## src/rtl/core/clt_pkg.sv

```systemverilog
// ----------------------------------------------------------------------------
// clt_pkg: shared types and constants of the command line tokenizer
// Transaction payloads, character classes, result kinds, shared-unit
// operation codes and sequencer states.
// ----------------------------------------------------------------------------
package clt_pkg;

  typedef struct packed {
    logic [7:0] char_code;
    logic       line_end;
  } clt_in_t;

  typedef struct packed {
    logic [1:0]  item_kind;
    logic [31:0] item_value;
    logic        final_item;
  } clt_out_t;

  localparam logic [1:0] KIND_HEADER = 2'd0;
  localparam logic [1:0] KIND_CHAR   = 2'd1;
  localparam logic [1:0] KIND_PARAM  = 2'd2;

  localparam logic [7:0] CHAR_SPACE   = 8'd32;
  localparam logic [7:0] CHAR_ZERO    = 8'd48;
  localparam logic [7:0] CHAR_UPPER_X = 8'd88;
  localparam logic [7:0] CHAR_LOWER_X = 8'd120;

  // Digit offsets for decimal digits, upper-case hex letters, other bytes in hex mode
  localparam logic [31:0] OFS_DEC   = 32'd48;
  localparam logic [31:0] OFS_UPPER = 32'd55;
  localparam logic [31:0] OFS_LOWER = 32'd87;

  typedef enum logic [1:0] {
    CLS_OTHER,
    CLS_SPACE,
    CLS_LETTER,
    CLS_DIGIT
  } char_class_e;

  typedef enum logic [1:0] {
    ALU_HOLD,
    ALU_DIGIT,
    ALU_SCALE,
    ALU_SUM
  } alu_op_e;

  typedef struct packed {
    alu_op_e    op;
    logic       hex;
    logic [7:0] ch;
  } alu_req_t;

  typedef enum logic [3:0] {
    ST_IDLE,
    ST_DIGIT,
    ST_SCALE,
    ST_SUM,
    ST_HEADER,
    ST_WORD_RD,
    ST_WORD_OUT,
    ST_NUM_RD,
    ST_NUM_OUT
  } state_e;

  function automatic logic is_digit(input logic [7:0] c);
    return (c >= 8'd48) && (c <= 8'd57);
  endfunction

  function automatic logic is_upper_hex(input logic [7:0] c);
    return (c >= 8'd65) && (c <= 8'd70);
  endfunction

  function automatic logic is_hex_like(input logic [7:0] c);
    return is_digit(c) || is_upper_hex(c) || ((c >= 8'd97) && (c <= 8'd102));
  endfunction

  function automatic char_class_e classify(input logic [7:0] c);
    char_class_e cls;
    if (c == CHAR_SPACE) begin
      cls = CLS_SPACE;
    end else if (((c >= 8'd65) && (c <= 8'd90)) || ((c >= 8'd97) && (c <= 8'd122))) begin
      cls = CLS_LETTER;
    end else if (is_digit(c)) begin
      cls = CLS_DIGIT;
    end else begin
      cls = CLS_OTHER;
    end
    return cls;
  endfunction

endpackage

```

## src/rtl/core/clt_alu.sv

```systemverilog
// ----------------------------------------------------------------------------
// clt_alu: shared 32-bit adder of the tokenizer
// One adder, reused for the digit value, the x10 / x16 scale and the sum.
// ----------------------------------------------------------------------------
module clt_alu
  import clt_pkg::*;
(
  input  logic        clk_i,
  input  alu_req_t    req_i,
  input  logic [31:0] value_i,
  output logic [31:0] sum_o,
  output logic [31:0] digit_o
);

  logic [31:0] d_q;
  logic [31:0] m_q;
  logic [31:0] ofs;
  logic [31:0] opa;
  logic [31:0] opb;
  logic [31:0] sum;

  always_comb begin
    if (is_digit(req_i.ch)) begin
      ofs = OFS_DEC;
    end else if (req_i.hex && is_upper_hex(req_i.ch)) begin
      ofs = OFS_UPPER;
    end else if (req_i.hex) begin
      ofs = OFS_LOWER;
    end else begin
      ofs = OFS_DEC;
    end
  end

  always_comb begin
    unique case (req_i.op)
      ALU_DIGIT: begin
        opa = {{24{req_i.ch[7]}}, req_i.ch};
        opb = 32'd0 - ofs;
      end
      ALU_SCALE: begin
        // x16 is one shift; x10 is x8 plus x2
        opa = req_i.hex ? {value_i[27:0], 4'b0000} : {value_i[28:0], 3'b000};
        opb = req_i.hex ? 32'd0 : {value_i[30:0], 1'b0};
      end
      ALU_SUM: begin
        opa = m_q;
        opb = d_q;
      end
      default: begin
        opa = 32'd0;
        opb = 32'd0;
      end
    endcase
  end

  assign sum = opa + opb;

  always_ff @(posedge clk_i) begin
    if (req_i.op == ALU_DIGIT) begin
      d_q <= sum;
    end
    if (req_i.op == ALU_SCALE) begin
      m_q <= sum;
    end
  end

  assign sum_o   = sum;
  assign digit_o = d_q;

endmodule

```

## src/rtl/core/clt_ram.sv

```systemverilog
// ----------------------------------------------------------------------------
// clt_ram: simple dual-port RAM
// One write port, one read port with registered read data.
// ----------------------------------------------------------------------------
module clt_ram #(
  parameter int WIDTH = 8,
  parameter int DEPTH = 4,
  parameter int AW    = (DEPTH > 1) ? $clog2(DEPTH) : 1
) (
  input  logic             clk_i,
  input  logic             we_i,
  input  logic [AW-1:0]    waddr_i,
  input  logic [WIDTH-1:0] wdata_i,
  input  logic [AW-1:0]    raddr_i,
  output logic [WIDTH-1:0] rdata_o
);

  logic [WIDTH-1:0] mem [DEPTH];
  logic [WIDTH-1:0] rdata_q;

  always_ff @(posedge clk_i) begin
    if (we_i) begin
      mem[waddr_i] <= wdata_i;
    end
    rdata_q <= mem[raddr_i];
  end

  assign rdata_o = rdata_q;

endmodule

```

## src/rtl/core/command_line_tokenizer_core.sv

```systemverilog
// ----------------------------------------------------------------------------
// command_line_tokenizer_core: line tokenizer, command word plus numbers
// Collects one command word and its decimal or hex parameters from a text
// line, then reads them out as a header, command characters and values.
// ----------------------------------------------------------------------------
// Feed one line byte per input transaction; the byte flagged line_end is not
// examined but starts readout. A letter after a space opens the command word
// (dropping earlier numbers), a digit after a space opens a parameter once
// a command word is open, hex when it is "0x"/"0X". Values wrap mod 2^32.
// Each ordinary byte is captured, then passes three times through the single
// shared 32-bit adder (digit offset, x10 or x16 scale by shift-add, final
// sum) while the input stalls. Readout gives the header, then each command
// character or parameter after a registered read of the word or number RAM,
// and waits while the output side stalls. Results sit in an output register,
// so the last result may still wait while the next line's first byte is
// taken. No clearing pass follows reset. Extra parameters beyond MAX_FIELDS-1
// are dropped and the command word is cut at WORD_CHARS characters.
// ----------------------------------------------------------------------------
module command_line_tokenizer_core
  import clt_pkg::*;
#(
  parameter int MAX_FIELDS = 10,
  parameter int WORD_CHARS = 31
) (
  input  logic     clk_i,
  input  logic     rst_ni,
  input  logic     in_valid_i,
  output logic     in_stall_o,
  input  clt_in_t  in_data_i,
  output logic     out_valid_o,
  input  logic     out_stall_i,
  output clt_out_t out_data_o
);

  localparam int WA        = (WORD_CHARS > 1) ? $clog2(WORD_CHARS) : 1;
  localparam int FW        = $clog2(WORD_CHARS + 1);
  localparam int NUM_DEPTH = MAX_FIELDS - 1;
  localparam int NA        = (NUM_DEPTH > 1) ? $clog2(NUM_DEPTH) : 1;
  localparam int CW        = $clog2(MAX_FIELDS + 1);

  localparam logic [CW-1:0] FC_MAX   = CW'(MAX_FIELDS);
  localparam logic [FW-1:0] WORD_MAX = FW'(WORD_CHARS);

  // Sequencer and capture
  state_e            state_q, state_d;
  logic [7:0]        ch_q, ch_d;

  // Line state
  char_class_e       prev_class_q, prev_class_d;
  logic [CW-1:0]     field_count_q, field_count_d;
  logic              word_open_q, word_open_d;
  logic [FW-1:0]     word_length_q, word_length_d;
  logic [FW-1:0]     word_fill_q, word_fill_d;
  logic [31:0]       running_q, running_d;
  logic              hex_mode_q, hex_mode_d;
  logic              zero_pending_q, zero_pending_d;
  logic              hex_first_q, hex_first_d;
  logic              num_closed_q, num_closed_d;
  logic [7:0]        prev_char_q, prev_char_d;

  // Readout counters
  logic [FW-1:0]     wcnt_q, wcnt_d;
  logic [CW-1:0]     ncnt_q, ncnt_d;

  // Output register
  logic              out_valid_q, out_valid_d;
  clt_out_t          out_q, out_d;
  logic              out_free;
  logic              out_load;

  // Shared unit and stores
  alu_req_t          alu_req;
  logic [31:0]       alu_sum;
  logic [31:0]       alu_digit;

  logic              w_we;
  logic [WA-1:0]     w_waddr;
  logic [WA-1:0]     w_raddr;
  logic [7:0]        w_rdata;
  logic              n_we;
  logic [NA-1:0]     n_waddr;
  logic [NA-1:0]     n_raddr;
  logic [31:0]       n_wdata;
  logic [31:0]       n_rdata;

  char_class_e       cls;
  logic              skip_x;
  logic              line_done;
  logic              hdr_final;
  logic              last_w;
  logic              last_n;

  clt_alu u_alu (
    .clk_i   (clk_i),
    .req_i   (alu_req),
    .value_i (running_q),
    .sum_o   (alu_sum),
    .digit_o (alu_digit)
  );

  clt_ram #(
    .WIDTH (8),
    .DEPTH (WORD_CHARS),
    .AW    (WA)
  ) u_word_ram (
    .clk_i   (clk_i),
    .we_i    (w_we),
    .waddr_i (w_waddr),
    .wdata_i (ch_q),
    .raddr_i (w_raddr),
    .rdata_o (w_rdata)
  );

  clt_ram #(
    .WIDTH (32),
    .DEPTH (NUM_DEPTH),
    .AW    (NA)
  ) u_num_ram (
    .clk_i   (clk_i),
    .we_i    (n_we),
    .waddr_i (n_waddr),
    .wdata_i (n_wdata),
    .raddr_i (n_raddr),
    .rdata_o (n_rdata)
  );

  assign in_stall_o = (state_q != ST_IDLE);
  assign out_free   = !out_valid_q || !out_stall_i;
  assign cls        = classify(ch_q);
  // Header is the only result when there is no command, or no command characters and no parameters
  assign hdr_final  = (field_count_q == '0) ||
                      ((field_count_q == CW'(1)) && (word_length_q == '0));
  assign last_w     = (wcnt_q == (word_length_q - FW'(1)));
  assign last_n     = (ncnt_q == (field_count_q - CW'(2)));
  assign w_raddr    = WA'(wcnt_q);
  assign n_raddr    = NA'(ncnt_q);

  always_comb begin
    state_d        = state_q;
    ch_d           = ch_q;
    prev_class_d   = prev_class_q;
    field_count_d  = field_count_q;
    word_open_d    = word_open_q;
    word_length_d  = word_length_q;
    word_fill_d    = word_fill_q;
    running_d      = running_q;
    hex_mode_d     = hex_mode_q;
    zero_pending_d = zero_pending_q;
    hex_first_d    = hex_first_q;
    num_closed_d   = num_closed_q;
    prev_char_d    = prev_char_q;
    wcnt_d         = wcnt_q;
    ncnt_d         = ncnt_q;
    out_d          = out_q;
    out_load       = 1'b0;
    line_done      = 1'b0;
    skip_x         = 1'b0;
    w_we           = 1'b0;
    w_waddr        = '0;
    n_we           = 1'b0;
    n_waddr        = '0;
    n_wdata        = alu_digit;
    alu_req.op     = ALU_HOLD;
    alu_req.hex    = hex_mode_q;
    alu_req.ch     = ch_q;

    unique case (state_q)
      ST_IDLE: begin
        if (in_valid_i) begin
          ch_d    = in_data_i.char_code;
          state_d = in_data_i.line_end ? ST_HEADER : ST_DIGIT;
        end
      end

      ST_DIGIT: begin
        alu_req.op = ALU_DIGIT;
        state_d    = ST_SCALE;
      end

      ST_SCALE: begin
        alu_req.op = ALU_SCALE;
        state_d    = ST_SUM;
      end

      ST_SUM: begin
        alu_req.op = ALU_SUM;
        state_d    = ST_IDLE;

        // A '0' that opened a parameter turns it hex when an x follows
        if (zero_pending_q) begin
          zero_pending_d = 1'b0;
          if ((ch_q == CHAR_LOWER_X) || (ch_q == CHAR_UPPER_X)) begin
            hex_mode_d  = 1'b1;
            hex_first_d = 1'b1;
            running_d   = 32'd0;
            skip_x      = 1'b1;
          end
        end

        if ((prev_class_q == CLS_SPACE) && (cls == CLS_LETTER)) begin
          // Open a new command word, drop all parameters
          field_count_d = CW'(1);
          word_open_d   = 1'b1;
          w_we          = 1'b1;
          w_waddr       = '0;
          word_fill_d   = FW'(1);
          word_length_d = FW'(1);
          num_closed_d  = 1'b0;
          hex_first_d   = 1'b0;
          hex_mode_d    = 1'b0;
        end else if ((prev_class_q == CLS_SPACE) && (cls == CLS_DIGIT) &&
                     (field_count_q != '0)) begin
          if (field_count_q < FC_MAX) begin
            // Open a new parameter
            field_count_d  = field_count_q + CW'(1);
            word_open_d    = 1'b0;
            num_closed_d   = 1'b0;
            hex_mode_d     = 1'b0;
            hex_first_d    = 1'b0;
            running_d      = alu_digit;
            n_we           = 1'b1;
            n_waddr        = NA'(field_count_q - CW'(1));
            n_wdata        = alu_digit;
            zero_pending_d = (ch_q == CHAR_ZERO);
          end else begin
            // Parameter list full: freeze the last one
            num_closed_d = 1'b1;
          end
        end else if (word_open_q && (field_count_q == CW'(1))) begin
          if (word_fill_q < WORD_MAX) begin
            w_we        = 1'b1;
            w_waddr     = WA'(word_fill_q);
            word_fill_d = word_fill_q + FW'(1);
          end
          if ((prev_class_q == CLS_LETTER) && (cls == CLS_LETTER)) begin
            word_length_d = word_fill_d;
          end
        end else if ((field_count_q > CW'(1)) && !num_closed_q && !skip_x) begin
          n_waddr = NA'(field_count_q - CW'(2));
          if (hex_first_q) begin
            // First hex position: a non-hex byte there counts as zero
            hex_first_d = 1'b0;
            running_d   = alu_digit;
            n_we        = 1'b1;
            n_wdata     = is_hex_like(ch_q) ? alu_digit : 32'd0;
          end else begin
            running_d = alu_sum;
            if (is_hex_like(prev_char_q) && is_hex_like(ch_q)) begin
              n_we    = 1'b1;
              n_wdata = alu_sum;
            end
          end
        end

        prev_class_d = cls;
        prev_char_d  = ch_q;
      end

      ST_HEADER: begin
        if (out_free) begin
          out_load         = 1'b1;
          out_d.item_kind  = KIND_HEADER;
          out_d.item_value = 32'(field_count_q);
          out_d.final_item = hdr_final;
          wcnt_d           = '0;
          ncnt_d           = '0;
          if ((field_count_q != '0) && (word_length_q != '0)) begin
            state_d = ST_WORD_RD;
          end else if (field_count_q > CW'(1)) begin
            state_d = ST_NUM_RD;
          end else begin
            line_done = 1'b1;
          end
        end
      end

      ST_WORD_RD: begin
        state_d = ST_WORD_OUT;
      end

      ST_WORD_OUT: begin
        if (out_free) begin
          out_load         = 1'b1;
          out_d.item_kind  = KIND_CHAR;
          out_d.item_value = 32'(w_rdata);
          out_d.final_item = last_w && (field_count_q < CW'(2));
          if (last_w) begin
            if (field_count_q > CW'(1)) begin
              state_d = ST_NUM_RD;
            end else begin
              line_done = 1'b1;
            end
          end else begin
            wcnt_d  = wcnt_q + FW'(1);
            state_d = ST_WORD_RD;
          end
        end
      end

      ST_NUM_RD: begin
        state_d = ST_NUM_OUT;
      end

      ST_NUM_OUT: begin
        if (out_free) begin
          out_load         = 1'b1;
          out_d.item_kind  = KIND_PARAM;
          out_d.item_value = n_rdata;
          out_d.final_item = last_n;
          if (last_n) begin
            line_done = 1'b1;
          end else begin
            ncnt_d  = ncnt_q + CW'(1);
            state_d = ST_NUM_RD;
          end
        end
      end

      default: begin
        state_d = ST_IDLE;
      end
    endcase

    // Return the line state to its start values after readout
    if (line_done) begin
      state_d        = ST_IDLE;
      prev_class_d   = CLS_SPACE;
      field_count_d  = '0;
      word_open_d    = 1'b0;
      word_length_d  = '0;
      word_fill_d    = '0;
      running_d      = 32'd0;
      hex_mode_d     = 1'b0;
      zero_pending_d = 1'b0;
      hex_first_d    = 1'b0;
      num_closed_d   = 1'b0;
      prev_char_d    = CHAR_SPACE;
    end

    if (out_load) begin
      out_valid_d = 1'b1;
    end else if (!out_stall_i) begin
      out_valid_d = 1'b0;
    end else begin
      out_valid_d = out_valid_q;
    end
  end

  always_ff @(posedge clk_i or negedge rst_ni) begin
    if (!rst_ni) begin
      state_q        <= ST_IDLE;
      ch_q           <= CHAR_SPACE;
      prev_class_q   <= CLS_SPACE;
      field_count_q  <= '0;
      word_open_q    <= 1'b0;
      word_length_q  <= '0;
      word_fill_q    <= '0;
      running_q      <= 32'd0;
      hex_mode_q     <= 1'b0;
      zero_pending_q <= 1'b0;
      hex_first_q    <= 1'b0;
      num_closed_q   <= 1'b0;
      prev_char_q    <= CHAR_SPACE;
      wcnt_q         <= '0;
      ncnt_q         <= '0;
      out_valid_q    <= 1'b0;
    end else begin
      state_q        <= state_d;
      ch_q           <= ch_d;
      prev_class_q   <= prev_class_d;
      field_count_q  <= field_count_d;
      word_open_q    <= word_open_d;
      word_length_q  <= word_length_d;
      word_fill_q    <= word_fill_d;
      running_q      <= running_d;
      hex_mode_q     <= hex_mode_d;
      zero_pending_q <= zero_pending_d;
      hex_first_q    <= hex_first_d;
      num_closed_q   <= num_closed_d;
      prev_char_q    <= prev_char_d;
      wcnt_q         <= wcnt_d;
      ncnt_q         <= ncnt_d;
      out_valid_q    <= out_valid_d;
    end
  end

  // Output payload: no reset needed
  always_ff @(posedge clk_i) begin
    out_q <= out_d;
  end

  assign out_valid_o = out_valid_q;
  assign out_data_o  = out_q;

  // The visible command length never runs past the stored characters
  a_len_le_fill: assert property (@(posedge clk_i) disable iff (!rst_ni)
    word_length_q <= word_fill_q)
    else $error("command length beyond stored characters");

  // Field count saturates at the configured maximum
  a_fc_bound: assert property (@(posedge clk_i) disable iff (!rst_ni)
    field_count_q <= FC_MAX)
    else $error("field count above maximum");

  // A new result only appears from one of the readout steps
  a_out_src: assert property (@(posedge clk_i) disable iff (!rst_ni)
    $rose(out_valid_o) |-> $past(state_q == ST_HEADER || state_q == ST_WORD_OUT ||
                                 state_q == ST_NUM_OUT))
    else $error("result issued outside readout");

  // An ordinary byte always starts the adder sequence
  a_byte_seq: assert property (@(posedge clk_i) disable iff (!rst_ni)
    (in_valid_i && !in_stall_o && !in_data_i.line_end) |=> (state_q == ST_DIGIT))
    else $error("byte transaction did not start examination");

endmodule
```

## config.mk

```make
export PLATFORM = sky130hd
export DESIGN_NAME = command_line_tokenizer_core
export DESIGN_NICKNAME = d
export VERILOG_FILES = /design/src/rtl/core/clt_pkg.sv /design/src/rtl/core/clt_alu.sv /design/src/rtl/core/clt_ram.sv /design/src/rtl/core/command_line_tokenizer_core.sv
export SDC_FILE = /design/constraint.sdc
export NUM_CORES = 1
export LEC_CHECK = 0
export BUFFER_PORTS_ARGS = -buffer_cell sky130_fd_sc_hd__buf_4
export CELL_PAD_IN_SITES_DETAIL_PLACEMENT = 0
export CELL_PAD_IN_SITES_GLOBAL_PLACEMENT = 1
export CORE_MARGIN = 5
export CORE_UTILIZATION = 35
export CTS_CLUSTER_DIAMETER = 50
export DETAILED_ROUTE_END_ITERATION = 6
export PLACE_DENSITY_LB_ADDON = 0.1
export SLEW_MARGIN = 20
export SYNTH_ARGS = -nofsm -noshare
export SYNTH_HDL_FRONTEND = slang
export SYNTH_SLANG_ARGS = --single-unit
```

## constraint.sdc

```tcl
create_clock -name clk_i -period 5.1 [get_ports clk_i]
set_input_delay 0.255 -clock clk_i [delete_from_list [all_inputs] [get_ports clk_i]]
set_output_delay 0.255 -clock clk_i [all_outputs]
set_load 0.02 [all_outputs]
```

==> qor.yml, run 1 <==
yosys:
  synth-edff-count: 635
  synth_flop_cell: "edfxtp_1"
  syn_area_per_cell_um2: 14.3
  ys_ff_latch: 757
  syn_inst: 2347
  yosysWarningCount: 0
  synth_area_mm2: 0.0336
  async_flop_share: 0.108
  synth_nets: 2403
  ys_seq_area_frac: 0.653
  synth_cell_type_count: 91
clocking:
  numClockSinks: 757
  path_clk_slew_ns: 0.06
  root_buffer: "clkbuf_16"
  clock_latency_ns: 0.67
  cts_tree: "done"
  htree_levels: 3
  postCtsSetupRepairBufs: 0
  clock_path_buffers: 3
  cts_buffers: 99
routing:
  routedWlPerCell_um: 26.1
  via_per_inst: 5.52
  vias: 21100
  drt-pass1-iter-count: 5
  drc_errors: 0
  first_iter_violations: 1891
  postRouteAntennaNets: 0
  wl_um: 100000
critical_path:
  slowest_stage: "a21oi_1"
  worstPathCellList: "or2_1 -> nor2_4 -> buf_4 -> a22o_1 -> inv_1 -> fa_1 -> nor2b_1 -> o2111ai_1 -> a21oi_1 -> buf_4 -> o21ai_1 -> buf_4 -> o31ai_1 -> xor2_1 -> nand2_1 -> a21oi_1"
  worstReg2RegStart: "state_q[2]"
  crit_path_end_kind: "register"
  cp-start-kind: "register"
  cpMostUsedCell: "buf_4"
  critical_path_class: "reg -> reg"
  critPathLaunch: "state_q[2]"
  cp_max_fo: 18
  critPathArrivalTime_ns: 5.17
  cp.required_ns: 5.40
  critPathMaxStageDelay_ns: 0.85
  r2r_cells: 16
timing:
  fmax_mhz: 205
  setup_viol: 0
  fin_tns_setup_ns: 0
  rsz0062_at_grt: "no"
  fin_crit_sh: 0.955
  max_slew.worst_pin.slew_ns: 1.11
  hold_viol: 0
  fin_skew_ns: 0.0263
  drv_slew: 0
  period_minus_slack_ns: 4.87
  relSlewSlack: 0.258
outcome:
  status: "completed"
pwr:
  leakagePower_nw: 13.6
  powerDensity_mw_per_mm2: 559
  peakVddDrop_uv: 287
  p_total_mw: 22.1
finish:
  fin_nets: 2537
  syn2layout_area_growth_pct: 17.7
  layout-drive-gt1-share: 0.214
  mostFrequentLayoutCell: "edfxtp_1"
  fillers: 8649
  most-common-layout-cells: "edfxtp_1 (635), nand2_1 (284), buf_4 (159)"
global_route:
  grt.overflow.total: 0
  grt_start_max_net_pins: 73
  grt_pass1_vias: 21500
  grt_pass1_wl_um: 147000
  track_usage: 0.193
  antenna_found_initial: 3
floorplan:
  die_w_um: 320
  core-area_mm2: 0.0952
  die_area_mm2: 0.102
  ios: 50
  row_count: 113
  start_util: 0.353
  die_h_um: 320
job:
  cap_violations: 0
min_path:
  hold_path.class: "in -> async"
place:
  gp_congestion: 0.855
  hpwl_um: 62800
  io_buffers: 49
## final cells by class
type / count / area [um2] / share of cell area
multi-input cells: 1413 / 11100 / 0.280
diodes: 3 / 7.51 / 0.000190
repair buffers: 181 / 1530 / 0.0386
inverters: 29 / 111 / 0.00282
clock buffers: 130 / 2660 / 0.0672
flip-flops and latches: 757 / 21900 / 0.555
well taps: 1265 / 1580 / 0.0401
clock inverters: 53 / 612 / 0.0155
## report_power, final
part | switching [mW] | internal, mW | total (mW)
registers | 0.726 | 8.11 | 8.83
clock network | 2.76 | 4.04 | 6.81
logic | 4.21 | 2.24 | 6.45
total | 7.70 | 14.4 | 22.1
## path summary, 6_finish.rpt
kind	end	slack (ns)
worst max-delay path	u_num_ram.mem[1][16]	0.23
worst min register to register	u_num_ram.rdata_o[11]	0.44
min in group clk_i	state_q[2]	0.19
max in group asynchronous	w_raddr[0]	3.78
worst max register to register	u_num_ram.mem[1][16]	0.23
worst min-delay path	running_q[23]	0.19
## logic make-up (layout without fill, tap and decap cells)
kind of cell    Yosys count  in the layout  share of synthesized area
other cells               0              3                          0
simple gates            610            610                     0.0838
fa+ha+maj                43             43                     0.0162
flops                   757            757                      0.653
buf+inv                 177            393                     0.0215
compound gates          498            498                     0.0969
xor+xnor                 42             42                     0.0114
mux                     220            220                      0.117
## stage by stage
stage | cell area, um2 | setup WS [ns] | std cells | util | hold WS, ns
floorplan | 33600 | 0.0593 | 2347 | - | -0.0406
global placement | 36100 | 0.338 | 3635 | 0.379 | 0.373
detailed placement | 36100 | 0.184 | 3635 | 0.379 | 0.390
CTS | 39500 | 0.171 | 3828 | 0.415 | 0.147
global route | 39500 | 0.00734 | 3828 | 0.415 | 0.217
finish | 39500 | 0.231 | 3831 | 0.415 | 0.194
## repair_timing
| action | CTS | global route |
|---|---|---|
| endpoints found under the setup margin | 0 | 46 |
| hold buffers | 10 | 0 |
| hold endpoints to repair | 53 | 0 |
| resized for setup | 0 | 2 |
## critical path: cells and delay by family, from the launching register on
kind	cells	cell delay (ns)
AO/OA/AOI/OAI	6	1.89
XOR/XNOR	1	0.23
adder cells (fa/ha/maj)	1	0.39
buffers and inverters	4	0.72
flip-flops	1	0.44
AND/OR/NAND/NOR	4	0.84
## routing by layer
metal	wire, um	global-route usage
met3	5830	0.0362
met5	0	0
met4	2300	0.0523
met2	44500	0.290
met1	47400	0.287
## flip-flops by register name, summed over array words and instances (netlist names), 2 cells and up
name                flops
u_word_ram.mem        248
word_fill_q             5
u_word_ram.rdata_o      8
u_alu.m_q              32
u_num_ram.mem         288
n_raddr                 4
out_data_o             35
prev_class_q            2
prev_char_q             8
u_num_ram.rdata_o      32
w_raddr                 5
state_q                 4
ch_q                    8
word_length_q           5
field_count_q           4
u_alu.digit_o          32
running_q              31
## cells in the mapped netlist, types with 7 or more instances
cell type,number,area share
a31oi_1,10,0.0019
nand3_1,38,0.0057
o211ai_1,12,0.0027
o21ai_0,124,0.018
dfxtp_1,40,0.024
o21ai_1,22,0.0033
nor2_1,126,0.014
mux2_2,25,0.0084
a21o_1,24,0.0054
a221oi_1,41,0.011
clkbuf_1,101,0.011
ha_1,42,0.016
buf_1,14,0.0016
nand4_1,12,0.0022
mux2i_1,57,0.017
dfrtp_1,79,0.059
and3_1,36,0.0067
a21oi_1,131,0.020
o31ai_1,14,0.0031
edfxtp_1,635,0.57
buf_2,29,0.0043
a221o_1,15,0.0045
xor2_1,20,0.0052
nand2_1,284,0.032
or2_2,7,0.0013
or3_1,9,0.0017
and2_1,9,0.0017
nand2b_1,8,0.0015
nor3_1,33,0.0049
a22o_1,23,0.0060
inv_1,27,0.0030
a211oi_1,9,0.0020
mux4_2,136,0.091
nor2b_1,7,0.0013
xnor2_1,21,0.0055
a22oi_1,19,0.0042
Power figures use the tool's default switching activity.
==> run 2, diff against run 1 <==
CORE_UTILIZATION = 45   (was 35)
CTS_BUF_LIST = sky130_fd_sc_hd__clkbuf_16   (was unset)
GPL_TIMING_DRIVEN = 0   (was unset)
==> run 2 against run 1 <==
Critical path type unchanged. Non-clock buffer count grew 64. Fmax is 1.8% lower. Cell count decreased by 6.3%. Clock skew grew 0.020 ns. Via count up 3.7%. First-iteration DRC count grew 25%.
==> qor.yml, run 2 (synthesis gave the netlist of run 1 again) <==
global_route:
  antenna_found_initial: 3  # unchanged
  grt_pass1_wl_um: 146000  # -1.1%
  track_usage: 0.241  # +0.0484
  grt_pass1_vias: 21900  # +1.9%
  grt.overflow.total: 0  # unchanged
  grt_start_max_net_pins: 83  # +14%
finish:
  fillers: 6206  # -28%
  register_area_mm2: 0.0220  # about the same
  mostFrequentLayoutCell: "edfxtp_1"
  top_register: "u_num_ram.mem"
  multi_input_area_mm2: 0.0114  # +3.1%
  syn2layout_area_growth_pct: 18.3
  most-common-layout-cells: "edfxtp_1 (635), nand2_1 (284), mux4_2 (136)"
  layout-drive-gt1-share: 0.218  # +0.00404
  diodes: 0  # -3
  fin_nets: 2596  # +2.3%
  largest_reg_flops: 288  # unchanged
routing:
  drc_errors: 0  # unchanged
  first_iter_violations: 2355  # +25%
  postRouteAntennaNets: 0  # unchanged
  via_per_inst: 6.11  # +11%
  vias: 21900  # +3.7%
  routedWlPerCell_um: 27.6  # +5.8%
  wl_um: 99200  # -0.84%
  drt-pass1-iter-count: 5  # unchanged
critical_path:
  slowest_stage: "a21oi_1"
  cpMostUsedCell: "clkbuf_1"
  cp.required_ns: 5.39  # about the same
  cp_max_fo: 10  # -8
  critPathMaxStageDelay_ns: 0.87  # +0.02 ns
  crit_path_end_kind: "register"
  critPathArrivalTime_ns: 5.25  # +0.08 ns
  cp-start-kind: "register"
  critical_path_class: "reg -> reg"
  worstPathCellList: "clkbuf_1 -> inv_1 -> ha_1 -> or2_2 -> a21o_1 -> nor2_2 -> nand2_4 -> nor4_4 -> clkbuf_1 -> nand2_1 -> a21oi_1"
clocking:
  path_clk_slew_ns: 0.06  # about the same
  clock_path_buffers: 3  # unchanged
  numClockSinks: 757  # unchanged
  cts_tree: "done"
  cts_buffers: 93  # -6.1%
  htree_levels: 3  # unchanged
  clock_latency_ns: 0.67  # about the same
  root_buffer: "clkbuf_16"
timing:
  holdWs_ns: 0.127  # -0.0668 ns
  drv_slew: 0  # unchanged
  setup_viol: 0  # unchanged
  period_minus_slack_ns: 4.96  # +0.0903 ns
  fmax_mhz: 202  # -1.8%
  hold_viol: 0  # unchanged
  fin_crit_sh: 0.972  # +0.0177
  max_slew.worst_pin.slew_ns: 1.12  # +0.00961 ns
  relSlewSlack: 0.251  # -0.00641
  fin_tns_setup_ns: 0  # unchanged
  fin_skew_ns: 0.0461  # +0.0198 ns
place:
  hpwl_um: 67100  # +6.9%
  gp_congestion: 0.917  # +7.2%
  io_buffers: 49  # unchanged
floorplan:
  die_area_mm2: 0.0802  # -22%
  ios: 50  # unchanged
  die_h_um: 283  # -11%
  row_count: 100  # -12%
  core-area_mm2: 0.0742  # -22%
  die_w_um: 283  # -11%
  start_util: 0.453  # +0.0997
outcome:
  status: "completed"
pwr:
  powerDensity_mw_per_mm2: 568  # +1.6%
  peakVddDrop_uv: 335  # +17%
  leakagePower_nw: 13.7  # +0.96%
min_path:
  hold_path.class: "in -> reg"
job:
  cap_violations: 0  # unchanged
-- run 2: stage by stage --
step | cells | cell area, um2 | setup WS (ns) | utilization | power (mW)
detailed placement | 3386 | 35600 | -1.69 | 0.480 | 15.1
global placement | 3365 | 35200 | -2.59 | 0.474 | 14.9
global route | 3590 | 39700 | -0.00819 | 0.535 | 23.5
finish | 3590 | 39700 | 0.141 | 0.535 | 22.6
floorplan | 2347 | 33600 | 0.0593 | - | 12.6
CTS | 3584 | 39400 | 0.00241 | 0.531 | 22.3
-- run 2: area by class of cell --
type,count,share of cell area
inverters,29,0.00293
clock buffers,93,0.0586
plain buffers,147,0.0163
multi-input cells,1414,0.287
well taps,969,0.0305
repair buffers,98,0.0260
flip-flops and latches,757,0.553
clock inverters,83,0.0253
-- run 2: path summary, 6_finish.rpt --
kind | from | end | slack, ns | depth (start not counted)
min | in_data_i[0] | state_q[2] | 0.13 | 5
max reg2reg | field_count_q[1] | u_num_ram.mem[8][7] | 0.14 | 11
min reg2reg | u_num_ram.mem[8][16] | u_num_ram.rdata_o[16] | 0.44 | 2
max in group asynchronous | rst_ni | ch_q[7] | 4.07 | 2
max | field_count_q[1] | u_num_ram.mem[8][7] | 0.14 | 11
min in group asynchronous | rst_ni | running_q[13] | 0.24 | 2
-- run 2: critical path: cells and delay by family, from the launching register on --
kind | cells | cell delay (ns)
and+or+nand+nor | 5 | 1.60
buffers and inverters | 3 | 1.16
AOI/OAI and AO/OA | 2 | 1.16
DFF | 1 | 0.38
adders and majority gates | 1 | 0.29
-- run 2: timing repair --
item	in CTS	in global routing
resized for setup	61	44
pin swaps	10	4
endpoints found under the setup margin	303	221
hold buffers	10	0
gates cloned	0	1
setup buffers	13	5
hold endpoints to repair	88	0
-- run 2: metal layers --
layer	track usage	wire length, um	share of wire	up-vias
li1	-	-	-	9555
met1	0.354	43800	0.44	11200
met2	0.367	44200	0.45	966
met3	0.0536	8630	0.087	190
met4	0.0639	2550	0.026	0
met5	0	0	0	-
-- run 2: power by group --
group / switching [mW] / leakage, nW / internal (mW) / total [mW]
Clock: 2.85 / 1.63 / 4.10 / 6.95
Sequential: 0.815 / 7.08 / 8.12 / 8.93
Combinational: 4.38 / 4.97 / 2.30 / 6.68
Total: 8.04 / 13.7 / 14.5 / 22.6
==> run 3, diff against run 2 <==
PLACE_DENSITY = 0.71   (was unset)
PLACE_DENSITY_LB_ADDON = unset   (was 0.1)
==> run 3 against run 2 <==
The flow now finishes with violations (DRC). Clock skew decreased by 0.020 ns. Clock power decreased by 8.9%. Combinational power decreased by 3%. Register-to-register slack improved by 0.04 ns. Worst setup slack improved by 0.037 ns. Critical path depth unchanged. Count of clock-buffer cells in the layout decreased by 2. Sequential power increased by 0.4%. Critical path type unchanged. Largest power group unchanged.
==> qor.yml, run 3 (synthesis gave the netlist of run 1 again) <==
clocking:
  root_buffer: "clkbuf_16"
  cts_buffers: 89  # -4.3%
  htree_levels: 3  # unchanged
  clock_path_buffers: 3  # unchanged
  clock_latency_ns: 0.65  # -0.02 ns
  numClockSinks: 757  # unchanged
  path_clk_slew_ns: 0.06  # about the same
  cts_tree: "done"
timing:
  fin_tns_setup_ns: 0  # unchanged
  relSlewSlack: 0.240  # -0.0111
  drv_slew: 0  # unchanged
  setup_viol: 0  # unchanged
  setup_ws_ns: 0.178  # +0.0367 ns
  fin_skew_ns: 0.0259  # -0.0202 ns
  hold_viol: 0  # unchanged
  fmax_mhz: 203  # +0.75%
  fin_crit_sh: 0.965  # -0.00719
  max_slew.worst_pin.slew_ns: 1.14  # +0.0167 ns
  period_minus_slack_ns: 4.92  # -0.0367 ns
floorplan:
  die_area_mm2: 0.0802  # unchanged
  start_util: 0.453  # unchanged
  die_h_um: 283  # unchanged
  core-area_mm2: 0.0742  # unchanged
  ios: 50  # unchanged
  die_w_um: 283  # unchanged
  row_count: 100  # unchanged
global_route:
  grt_pass1_wl_um: 141000  # -3.1%
  grt_start_max_net_pins: 83  # unchanged
  antenna_found_initial: 2  # -1
  grt_pass1_vias: 21600  # -1.3%
  track_usage: 0.231  # -0.00996
  grt.overflow.total: 0  # unchanged
critical_path:
  crit_path_end_kind: "register"
  cp.buffers_inverters: 3  # unchanged
  slowest_stage: "a21oi_1"
  critical_path_class: "reg -> reg"
  cp_max_fo: 10  # unchanged
  critPathMaxStageDelay_ns: 0.88  # about the same
  r2r_cells: 11  # unchanged
  worstPathCellList: "clkbuf_1 -> inv_1 -> ha_1 -> or2_2 -> a21o_1 -> nor2_2 -> nand2_4 -> nor4_4 -> clkbuf_1 -> nand2_1 -> a21oi_1"
  critPathArrivalTime_ns: 5.20  # -0.05 ns
  path_delay_family: "simple AND/OR/NAND/NOR gates"
  cpMostUsedCell: "clkbuf_1"
  r2r_slack_ns: 0.18  # +0.04 ns
  cp-start-kind: "register"
  path_depth: 11  # unchanged
  cp.required_ns: 5.38  # about the same
routing:
  first_iter_violations: 2443  # +3.7%
  via_per_inst: 6.08  # -0.46%
  drt-pass1-iter-count: 7  # +2
  vias: 21800  # -0.66%
  drc_errors: 5  # +5
  postRouteAntennaNets: 0  # unchanged
  wl_um: 95200  # -4.0%
  routedWlPerCell_um: 26.6  # -3.8%
pwr:
  powerDensity_mw_per_mm2: 551  # -3.0%
  leakagePower_nw: 13.7  # -0.10%
  peakVddDrop_uv: 358  # +6.8%
place:
  io_buffers: 49  # unchanged
  post-place-ws_ns: -1.66  # +0.0378 ns
  hpwl_um: 65600  # -2.3%
  gp_congestion: 0.923  # +0.71%
finish:
  multi_input_area_mm2: 0.0114  # -0.36%
  largest_reg_flops: 288  # unchanged
  mostFrequentLayoutCell: "edfxtp_1"
  layout-drive-gt1-share: 0.209  # -0.00898
  top_register: "u_num_ram.mem"
  fillers: 6079  # -2.0%
  register_area_mm2: 0.0219  # about the same
  most-common-layout-cells: "edfxtp_1 (635), nand2_1 (284), mux4_2 (136)"
  fin_nets: 2593  # -0.12%
  final_util: 0.533  # -0.00223
  diodes: 0  # unchanged
  syn2layout_area_growth_pct: 17.8
job:
  cap_violations: 0  # unchanged
min_path:
  hold_path.class: "in -> reg"
  min_path_cells: 5  # unchanged
outcome:
  violations: "DRC"
  status: "finished with violations"
-- run 3: cell count changes in the layout (fill, tap and decap cells not counted), sizes merged --
| cell | before | now |
|---|---|---|
| a21oi | 133 | 132 |
| buf | 132 | 136 |
| bufinv | 13 | 7 |
| clkbuf | 196 | 192 |
| clkinv | 29 | 34 |
| clkinvlp | 12 | 3 |
| inv | 58 | 62 |
-- run 3: final cells by class --
| cell class | instances | share of cell area |
|---|---|---|
| buffer | 147 | 0.0163 |
| clock buffer | 91 | 0.0576 |
| clock inverter | 77 | 0.0183 |
| inverter | 29 | 0.00294 |
| multi-input combinational | 1413 | 0.288 |
| sequential | 757 | 0.555 |
| tap | 969 | 0.0307 |
| timing repair buffer | 100 | 0.0315 |
-- run 3: metal layers --
| layer | part of all wire | track usage |
|---|---|---|
| met2 | 0.46 | 0.363 |
| met4 | 0.021 | 0.0606 |
| met3 | 0.092 | 0.0545 |
| met5 | 0 | 0 |
| met1 | 0.43 | 0.329 |
-- run 3: timing repair --
action / in CTS / in global routing
gates cloned: 0 / 0
pin swaps: 4 / 5
gates resized for setup: 56 / 42
hold buffers: 10 / 0
endpoints found under the hold margin: 88 / 0
setup buffers: 7 / 7
setup endpoints to repair: 311 / 213
-- run 3: power breakdown --
group / switching [mW] / total, mW / internal [mW]
Combinational: 4.25 / 6.50 / 2.24
Sequential: 0.856 / 8.97 / 8.12
Clock: 2.66 / 6.33 / 3.67
Total: 7.77 / 21.8 / 14.0
-- run 3: per-stage QoR --
step | power (mW) | instances | area, um2 | hold slack (ns)
final | 21.8 | 3583 | 39500 | 0.124
after global routing | 22.8 | 3583 | 39500 | 0.177
after CTS | 21.5 | 3575 | 39200 | 0.0811
after detailed placement | 15.0 | 3391 | 35800 | 0.417
after global placement | 14.9 | 3365 | 35200 | 0.427
after floorplan | 12.6 | 2347 | 33600 | -0.0406
-- run 3: final timing paths --
| path | from | end |
|---|---|---|
| max | field_count_q[1] | u_num_ram.mem[1][4] |
| min | in_data_i[0] | state_q[2] |
| max reg2reg | field_count_q[1] | u_num_ram.mem[1][4] |
| min reg2reg | u_num_ram.mem[8][13] | u_num_ram.rdata_o[13] |
| max in group asynchronous | rst_ni | ch_q[6] |
| min in group asynchronous | rst_ni | running_q[14] |
-- run 3: worst register-to-register path, stage by stage (launching register included) --
cell and delay [ns]:
dfrtp_1 0.38, clkbuf_1 0.41, inv_1 0.25, ha_1 0.30, or2_2 0.37, a21o_1 0.28, nor2_2 0.39, nand2_4 0.18
nor4_4 0.50, clkbuf_1 0.51, nand2_1 0.11, a21oi_1 0.88
